[src/rtl/core/mlru_pkg.sv]
// ----------------------------------------------------------------------------
// mlru_pkg
// Shared constants and types for the matrix LRU page replacement block.
// ----------------------------------------------------------------------------
package mlru_pkg;

  localparam int MAX_FRAMES_DEF = 8;
  localparam int PAGE_BITS_DEF  = 16;

  localparam int CFG_W         = 4;
  localparam int FAULT_W       = 16;
  localparam int FRAME_IDX_W   = 3;

  localparam logic [CFG_W-1:0] ACTIVE_RESET = 4'd8;

  typedef enum logic [1:0] {
    ST_IDLE,
    ST_SCAN,
    ST_UPDATE
  } state_t;

endpackage

[src/rtl/core/mlru_if.sv]
// ----------------------------------------------------------------------------
// mlru channel interfaces
// Valid/ready channels for page requests, results and the configuration write.
// ----------------------------------------------------------------------------
interface mlru_req_if #(
  parameter int PAGE_BITS = mlru_pkg::PAGE_BITS_DEF
);
  logic                 valid;
  logic                 ready;
  logic [PAGE_BITS-1:0] page_number;

  modport source (output valid, output page_number, input ready);
  modport sink   (input valid, input page_number, output ready);
endinterface

interface mlru_rsp_if;
  logic                                 valid;
  logic                                 ready;
  logic                                 page_fault;
  logic [mlru_pkg::FRAME_IDX_W-1:0]     frame_index;
  logic [mlru_pkg::FAULT_W-1:0]         fault_total;

  modport source (output valid, output page_fault, output frame_index,
                  output fault_total, input ready);
  modport sink   (input valid, input page_fault, input frame_index,
                  input fault_total, output ready);
endinterface

interface mlru_cfg_if;
  logic                         valid;
  logic                         ready;
  logic [mlru_pkg::CFG_W-1:0]   active_frames;

  modport source (output valid, output active_frames, input ready);
  modport sink   (input valid, input active_frames, output ready);
endinterface

[src/rtl/core/matrix_lru_page_replacement_top.sv]
// ----------------------------------------------------------------------------
// matrix_lru_page_replacement_top
// Matrix LRU page replacement: one page request in, one result out, with
// a frame table and an N-by-N use matrix scanned by one shared compare and
// row-count unit.
// ----------------------------------------------------------------------------
//  channel   dir  handshake          payload
//  in_req    in   valid/ready        page_number
//  out_rsp   out  valid/ready        page_fault, frame_index, fault_total
//  cfg_wr    in   valid/ready        active_frames (always ready)
//
//  After acceptance, each request scans its n active frames (n = active frame
//  count) one frame per cycle through the shared page compare and row-count
//  unit, then takes one update step.
//  The block takes a new request only when the sequencer is idle, so a new
//  request is not accepted until the last one has finished its update; a
//  pending result sits in the output register, and the update step waits
//  while it is still unclaimed. Reset clears the valid marks, matrix and
//  fault count at once.
// ----------------------------------------------------------------------------
module matrix_lru_page_replacement_top #(
  parameter int MAX_FRAMES = mlru_pkg::MAX_FRAMES_DEF,
  parameter int PAGE_BITS  = mlru_pkg::PAGE_BITS_DEF
) (
  input  logic   clk,
  input  logic   rst_n,
  mlru_req_if.sink   in_req,
  mlru_rsp_if.source out_rsp,
  mlru_cfg_if.sink   cfg_wr
);
  import mlru_pkg::*;

  localparam int IDX_W = (MAX_FRAMES > 1) ? $clog2(MAX_FRAMES) : 1;
  localparam int CNT_W = $clog2(MAX_FRAMES + 1);

  state_t state_r, state_nxt;

  logic [CFG_W-1:0]      cfg_active_r;
  logic [CNT_W-1:0]      n_r;
  logic [CNT_W-1:0]      n_now;
  logic [CNT_W-1:0]      scan_r;
  logic [PAGE_BITS-1:0]  page_r;
  logic                  hit_r;
  logic [IDX_W-1:0]      hit_idx_r;
  logic [IDX_W-1:0]      best_idx_r;
  logic [CNT_W-1:0]      best_sum_r;

  logic                  valid_r [MAX_FRAMES];
  logic [PAGE_BITS-1:0]  fpage_r [MAX_FRAMES];
  logic [MAX_FRAMES-1:0] row_r   [MAX_FRAMES];
  logic [FAULT_W-1:0]    fault_cnt_r;

  logic                  out_valid_r;
  logic                  out_fault_r;
  logic [FRAME_IDX_W-1:0] out_idx_r;
  logic [FAULT_W-1:0]    out_total_r;

  logic                  accept;
  logic                  scan_en;
  logic                  upd_go;
  logic                  scan_last;
  logic                  out_free;

  logic [IDX_W-1:0]      cur_idx;
  logic                  cur_hit;
  logic [CNT_W-1:0]      cur_sum;
  logic [MAX_FRAMES-1:0] act_mask;
  logic [IDX_W-1:0]      victim;
  logic [FAULT_W-1:0]    fault_cnt_nxt;

  // Clamp the configured count into 1..MAX_FRAMES.
  always_comb begin
    if (cfg_active_r == '0) begin
      n_now = CNT_W'(1);
    end else if (32'(cfg_active_r) > 32'(MAX_FRAMES)) begin
      n_now = CNT_W'(MAX_FRAMES);
    end else begin
      n_now = CNT_W'(cfg_active_r);
    end
  end

  always_comb begin
    for (int j = 0; j < MAX_FRAMES; j++) begin
      act_mask[j] = (32'(j) < 32'(n_r));
    end
  end

  // Shared unit: page compare and masked row count for one frame per cycle.
  assign cur_idx = scan_r[IDX_W-1:0];
  assign cur_hit = valid_r[cur_idx] && (fpage_r[cur_idx] == page_r);

  always_comb begin
    logic [MAX_FRAMES-1:0] bits;
    bits    = row_r[cur_idx] & act_mask;
    cur_sum = '0;
    for (int j = 0; j < MAX_FRAMES; j++) begin
      cur_sum = cur_sum + CNT_W'(bits[j]);
    end
  end

  assign scan_last = (scan_r == n_r - CNT_W'(1));
  assign out_free  = !out_valid_r || out_rsp.ready;
  assign victim    = hit_r ? hit_idx_r : best_idx_r;
  assign fault_cnt_nxt = (fault_cnt_r == '1) ? fault_cnt_r : fault_cnt_r + FAULT_W'(1);

  // Next state.
  always_comb begin
    state_nxt = state_r;
    unique case (state_r)
      ST_IDLE: begin
        if (in_req.valid) begin
          state_nxt = ST_SCAN;
        end
      end
      ST_SCAN: begin
        if (scan_last) begin
          state_nxt = ST_UPDATE;
        end
      end
      ST_UPDATE: begin
        if (out_free) begin
          state_nxt = ST_IDLE;
        end
      end
      default: state_nxt = ST_IDLE;
    endcase
  end

  // Sequencer outputs.
  always_comb begin
    in_req.ready = 1'b0;
    scan_en      = 1'b0;
    upd_go       = 1'b0;
    unique case (state_r)
      ST_IDLE:   in_req.ready = 1'b1;
      ST_SCAN:   scan_en      = 1'b1;
      ST_UPDATE: upd_go       = out_free;
      default: ;
    endcase
  end

  assign accept = in_req.valid && in_req.ready;
  assign cfg_wr.ready = 1'b1;

  always_ff @(posedge clk) begin
    if (!rst_n) begin
      state_r      <= ST_IDLE;
      cfg_active_r <= ACTIVE_RESET;
    end else begin
      state_r <= state_nxt;
      if (cfg_wr.valid) begin
        cfg_active_r <= cfg_wr.active_frames;
      end
    end
  end

  // Scan bookkeeping.
  always_ff @(posedge clk) begin
    if (accept) begin
      page_r <= in_req.page_number;
      n_r    <= n_now;
      scan_r <= '0;
      hit_r  <= 1'b0;
    end else if (scan_en) begin
      scan_r <= scan_r + CNT_W'(1);
      if (cur_hit && !hit_r) begin
        hit_r     <= 1'b1;
        hit_idx_r <= cur_idx;
      end
      // Strict less-than keeps the lowest index on ties.
      if (scan_r == '0 || cur_sum < best_sum_r) begin
        best_sum_r <= cur_sum;
        best_idx_r <= cur_idx;
      end
    end
  end

  // Frame table, matrix and fault count.
  always_ff @(posedge clk) begin
    if (!rst_n) begin
      for (int i = 0; i < MAX_FRAMES; i++) begin
        valid_r[i] <= 1'b0;
        row_r[i]   <= '0;
      end
      fault_cnt_r <= '0;
    end else if (upd_go) begin
      if (!hit_r) begin
        valid_r[victim] <= 1'b1;
        fpage_r[victim] <= page_r;
        fault_cnt_r     <= fault_cnt_nxt;
      end
      // Touch: set the victim's row over active columns, then clear its column.
      for (int i = 0; i < MAX_FRAMES; i++) begin
        if (act_mask[i]) begin
          if (IDX_W'(i) == victim) begin
            row_r[i] <= (row_r[i] | act_mask) & ~(MAX_FRAMES'(1) << victim);
          end else begin
            row_r[i] <= row_r[i] & ~(MAX_FRAMES'(1) << victim);
          end
        end
      end
    end
  end

  // Output register.
  always_ff @(posedge clk) begin
    if (!rst_n) begin
      out_valid_r <= 1'b0;
    end else if (upd_go) begin
      out_valid_r <= 1'b1;
    end else if (out_rsp.ready) begin
      out_valid_r <= 1'b0;
    end
  end

  always_ff @(posedge clk) begin
    if (upd_go) begin
      out_fault_r <= !hit_r;
      out_idx_r   <= FRAME_IDX_W'(victim);
      out_total_r <= hit_r ? fault_cnt_r : fault_cnt_nxt;
    end
  end

  assign out_rsp.valid       = out_valid_r;
  assign out_rsp.page_fault  = out_fault_r;
  assign out_rsp.frame_index = out_idx_r;
  assign out_rsp.fault_total = out_total_r;

endmodule
[src/flat_wrapper.sv]
// flat-port wrapper written by rule: the top's interface ports become plain ports
module matrix_lru_page_replacement_top_flat import mlru_pkg::*;
#(
  parameter int MAX_FRAMES = mlru_pkg::MAX_FRAMES_DEF,
  parameter int PAGE_BITS  = mlru_pkg::PAGE_BITS_DEF
)
  (clk, rst_n, in_req_valid, in_req_page_number, in_req_ready, out_rsp_valid, out_rsp_page_fault, out_rsp_frame_index, out_rsp_fault_total, out_rsp_ready, cfg_wr_valid, cfg_wr_active_frames, cfg_wr_ready);
  mlru_req_if #(.PAGE_BITS(PAGE_BITS)) in_req_i ();
  mlru_rsp_if out_rsp_i ();
  mlru_cfg_if cfg_wr_i ();
  input  logic clk;
  input  logic rst_n;
  input wire logic [$bits(in_req_i.valid)-1:0] in_req_valid;
  input wire logic [$bits(in_req_i.page_number)-1:0] in_req_page_number;
  output wire logic [$bits(in_req_i.ready)-1:0] in_req_ready;
  output wire logic [$bits(out_rsp_i.valid)-1:0] out_rsp_valid;
  output wire logic [$bits(out_rsp_i.page_fault)-1:0] out_rsp_page_fault;
  output wire logic [$bits(out_rsp_i.frame_index)-1:0] out_rsp_frame_index;
  output wire logic [$bits(out_rsp_i.fault_total)-1:0] out_rsp_fault_total;
  input wire logic [$bits(out_rsp_i.ready)-1:0] out_rsp_ready;
  input wire logic [$bits(cfg_wr_i.valid)-1:0] cfg_wr_valid;
  input wire logic [$bits(cfg_wr_i.active_frames)-1:0] cfg_wr_active_frames;
  output wire logic [$bits(cfg_wr_i.ready)-1:0] cfg_wr_ready;
  assign in_req_i.valid = in_req_valid;
  assign in_req_i.page_number = in_req_page_number;
  assign in_req_ready = in_req_i.ready;
  assign out_rsp_valid = out_rsp_i.valid;
  assign out_rsp_page_fault = out_rsp_i.page_fault;
  assign out_rsp_frame_index = out_rsp_i.frame_index;
  assign out_rsp_fault_total = out_rsp_i.fault_total;
  assign out_rsp_i.ready = out_rsp_ready;
  assign cfg_wr_i.valid = cfg_wr_valid;
  assign cfg_wr_i.active_frames = cfg_wr_active_frames;
  assign cfg_wr_ready = cfg_wr_i.ready;
  matrix_lru_page_replacement_top #(.MAX_FRAMES(MAX_FRAMES), .PAGE_BITS(PAGE_BITS)) u_core (.clk(clk), .rst_n(rst_n), .in_req(in_req_i), .out_rsp(out_rsp_i), .cfg_wr(cfg_wr_i));
endmodule
[config.mk]
export PLATFORM = sky130hd
export DESIGN_NAME = matrix_lru_page_replacement_top_flat
export DESIGN_NICKNAME = d
export VERILOG_FILES = /design/src/rtl/core/mlru_pkg.sv /design/src/rtl/core/mlru_if.sv /design/src/rtl/core/matrix_lru_page_replacement_top.sv /design/src/flat_wrapper.sv
export SDC_FILE = /design/constraint.sdc
export NUM_CORES = 1
export LEC_CHECK = 0
export BUFFER_PORTS_ARGS = -buffer_cell sky130_fd_sc_hd__buf_2
export CAP_MARGIN = 20
export CORE_MARGIN = 2
export CORE_UTILIZATION = 60
export DETAILED_ROUTE_END_ITERATION = 8
export GPL_TIMING_DRIVEN = 0
export PLACE_DENSITY = 0.78
export SYNTH_ARGS = -nofsm -noshare
export SYNTH_HDL_FRONTEND = slang
export SYNTH_SLANG_ARGS = --single-unit
[constraint.sdc]
create_clock -name clk -period 7.86 [get_ports clk]
set_clock_uncertainty 0.05 [all_clocks]
set_input_delay 1.572 -clock clk [delete_from_list [all_inputs] [get_ports clk]]
set_output_delay 1.572 -clock clk [all_outputs]
set_load 0.01 [all_outputs]
==> impl_metrics.json <==
{
  "end_kind": "flip-flop",
  "ir_worst_vdd_v": 0.000199,
  "drt_iter0_drc": 767,
  "hp-class": "reg -> reg",
  "grt_max_degree": 30,
  "finalSetupTns_ns": 0,
  "synth-main-ff-cell": "edfxtp_1",
  "cts-resized-gates": 0,
  "ys_seq_elements": 281,
  "max_freq_mhz": 154,
  "hold_path_depth": 1,
  "slew_headroom_pct": 17.8,
  "timing.final.crit_share_pct": 82.7,
  "clock-sinks": 281,
  "place.port_buffers": 45,
  "fp.dieW_microns": 147,
  "grt_antenna_before_repair": 0,
  "pin_count": 48,
  "reg2reg_to": "u_core.best_sum_r[0]",
  "track_usage_pct": 24.5,
  "initial_utilization_pct": 60.9,
  "avgRoutedWirePerCell_microns": 21.1,
  "ys_seq_area_share_pct": 65.5,
  "powerDensity_nw_per_um2": 258,
  "area_growth_pct": 13.2,
  "final_util_pct": 69.0,
  "post-dp-hpwl_mm": 17.1,
  "htreeDepth": 1,
  "synth_edf_count": 242,
  "viasPerCell": 6.09,
  "yosysUniqueCellTypes": 53,
  "setup_ws_ns": 1.36,
  "hold_violations": 0,
  "worst_slew_pin_slew_ns": 1.22,
  "gp_routability_congestion": 0.853,
  "via_count": 7539,
  "power.leakage_uw": 0.00487,
  "crit_required_ns": 7.99,
  "reg2reg_slack_ns": 1.36,
  "ant_nets": 0,
  "worstRegToRegCells": 22,
  "cp_max_fo": 10,
  "instances_no_fill": 1238,
  "worstSkewPairLatency_ns": 0.55,
  "drive_gt1_share_pct": 18.0,
  "die_y_microns": 147,
  "first_pass_iters": 5,
  "crit_type": "reg -> reg",
  "dieArea_sq_um": 21600,
  "n_antenna_cell": 0,
  "numCtsBuffers": 28,
  "dp_slack_ns": 1.33,
  "rows": 52,
  "cts.clk_slew.worst_paths_ns": 0.06,
  "outcome": "complete, no violations",
  "synthesis.instances": 861,
  "grt_pass1_wl_mm": 41.0,
  "setup_violations": 0,
  "numPlacedInstances": 1184,
  "synthArstFlopShare_pct": 0,
  "ys_warn_count": 0,
  "hold_buffers": 0,
  "hold_end": "u_core.valid_r[0]",
  "cts_tree": "built",
  "wl_mm": 26.1,
  "max-cap-violations": 0,
  "overflow": 0,
  "grt_pass1_vias": 7475,
  "syn_area_per_cell_sq_um": 14.3,
  "cts_root_buf": "clkbuf_16",
  "synth_nets": 903,
  "rsz0062_at_grt": "no",
  "slew_viol_final": 0,
  "start_kind": "flip-flop",
  "power.total_uw": 3590,
  "core-area_sq_um": 20200,
  "hold_start": "u_core.valid_r[0]",
  "period_needed_ns": 6.50,
  "cts_buffer_depth": 3,
  "finalNetCount": 988,
  "critical_path_arrival_ns": 6.63,
  "drc": 0,
  "postCtsSetupRepairBufs": 0,
  "syn_area_sq_um": 12300
}
## flip-flops by register name, summed over array words and instances (netlist names), named ones only
register / cells
u_core.state_r: 2
u_core.out_rsp.frame_index: 3
u_core.n_r: 4
u_core.page_r: 16
u_core.best_idx_r: 3
u_core.out_rsp.valid: 1
u_core.cfg_active_r: 4
u_core.out_rsp.fault_total: 16
u_core.best_sum_r: 4
u_core.scan_r: 4
u_core.hit_idx_r: 3
u_core.row_r: 64
u_core.out_rsp.page_fault: 1
u_core.hit_r: 1
u_core.fpage_r: 128
u_core.fault_cnt_r: 16
u_core.valid_r: 8
## cell families (layout without fill, tap and decap cells)
logic type               count (synthesis)  after routing  synth area share, %
flip-flops                             281            281                 65.5
XOR/XNOR                                41             41                 2.92
other                                    1              1               0.0305
adder cells (fa/ha/maj)                 17             17                 1.98
AO/OA/AOI/OAI                          124            124                 6.12
AND/OR/NAND/NOR                        239            239                 9.78
buffers and inverters                   71            178                 2.56
multiplexers                            87             87                 11.1
## critical path, stage by stage, from the launching register on
cell and delay, ns:
dfxtp_1 0.31, buf_4 0.18, buf_4 0.23, buf_2 0.32, buf_1 0.53, mux4_2 0.43, mux2i_1 0.16, a21oi_1 0.06
ha_1 0.28, inv_1 0.05, fa_1 0.54, inv_1 0.06, fa_1 0.50, fa_1 0.46, inv_1 0.08, fa_1 0.41
inv_1 0.08, ha_1 0.23, a21o_1 0.17, a21o_1 0.18, a21oi_1 0.20, a21oi_1 0.06, nor2_1 0.54
## how the worst max path moves through the flow
stage | endpoint | cells past startpoint | slack, ns | start
detailed placement | u_core.best_sum_r[0] | 22 | 1.33 | flip-flop
floorplan | u_core.best_idx_r[0] | 22 | 2.34 | flip-flop
global route | u_core.best_sum_r[1] | 22 | 0.90 | flip-flop
CTS | u_core.best_sum_r[3] | 22 | 1.28 | flip-flop
finish | u_core.best_sum_r[0] | 22 | 1.36 | flip-flop
global placement | u_core.best_sum_r[0] | 22 | 1.36 | flip-flop
## metrics by stage
| stage | cell area, sq um | hold slack (ns) |
|---|---|---|
| after floorplan | 12300 | 0.372 |
| after global placement | 12800 | 0.380 |
| after detailed placement | 12900 | 0.387 |
| after CTS | 13900 | 0.401 |
| after global routing | 13900 | 0.426 |
| final | 13900 | 0.398 |
## cell usage after synthesis (2+ instances only)
library cell	instances	area (sq um)
edfxtp_1	242	7270
a21oi_1	66	330
nor2_1	54	203
nor3_1	51	255
nand2_1	44	165
mux2i_1	43	430
dfxtp_1	39	781
mux4_2	36	811
inv_1	25	93.8
xnor2_1	25	219
clkbuf_1	22	82.6
xor2_1	16	140
a21o_1	14	105
and2_1	14	87.6
buf_2	14	70.1
ha_1	13	163
nand2b_1	12	75.1
nand3_1	12	60.1
nor2b_1	12	75.1
o21ai_0	12	60.1
nand4_1	10	62.6
and3_1	8	50.1
nor3b_1	8	60.1
buf_4	6	45.0
mux2_2	6	67.6
a22o_1	5	43.8
or3_1	5	31.3
a21boi_0	4	30.0
a22oi_1	4	30.0
fa_1	4	80.1
a211oi_1	3	22.5
a221oi_1	3	26.3
o22ai_1	3	18.8
a31oi_1	2	12.5
buf_1	2	7.51
mux4_1	2	52.6
nor4_1	2	12.5
o21bai_1	2	15.0
or2_2	2	12.5
## where the power goes
part	total, uW	switching, uW	internal, uW	leakage [uW]
Combinational	555	318	238	0.00183
Clock	1310	556	759	0.000452
Sequential	1720	36.3	1680	0.00259
## cells in the final DEF (no fill, tap or decap), drive strengths merged, types with 3 or more instances in the layout
cell type / count
edfxtp: 242
buf: 78
a21oi: 66
clkbuf: 63
nor2: 54
nor3: 52
nand2: 44
mux2i: 43
dfxtp: 39
mux4: 38
inv: 26
xnor2: 25
xor2: 16
and2: 14
a21o: 14
ha: 13
o21ai: 13
nand2b: 12
nand3: 12
nor2b: 12
nand4: 10
and3: 8
nor3b: 8
clkinv: 8
mux2: 6
or3: 5
a22o: 5
a22oi: 4
a21boi: 4
fa: 4
a211oi: 3
o22ai: 3
a221oi: 3
nor4: 3
## area by class of cell
class | instances | area [sq um]
fill | 1386 | 6260
timing repair buffer | 55 | 355
tap | 270 | 338
sequential | 281 | 8050
buffer | 45 | 218
multi-input combinational | 509 | 3940
clock inverter | 11 | 96.3
clock buffer | 41 | 821
inverter | 26 | 97.6
## layer usage
layer	GRT usage [%]	up-vias	wire [microns]
li1	-	3416	-
met1	34.2	3693	10700
met5	0	-	0
met2	40.5	369	12700
met4	6.92	0	670
met3	4.16	61	2010
No activity file was read; power rests on OpenSTA's default activity.
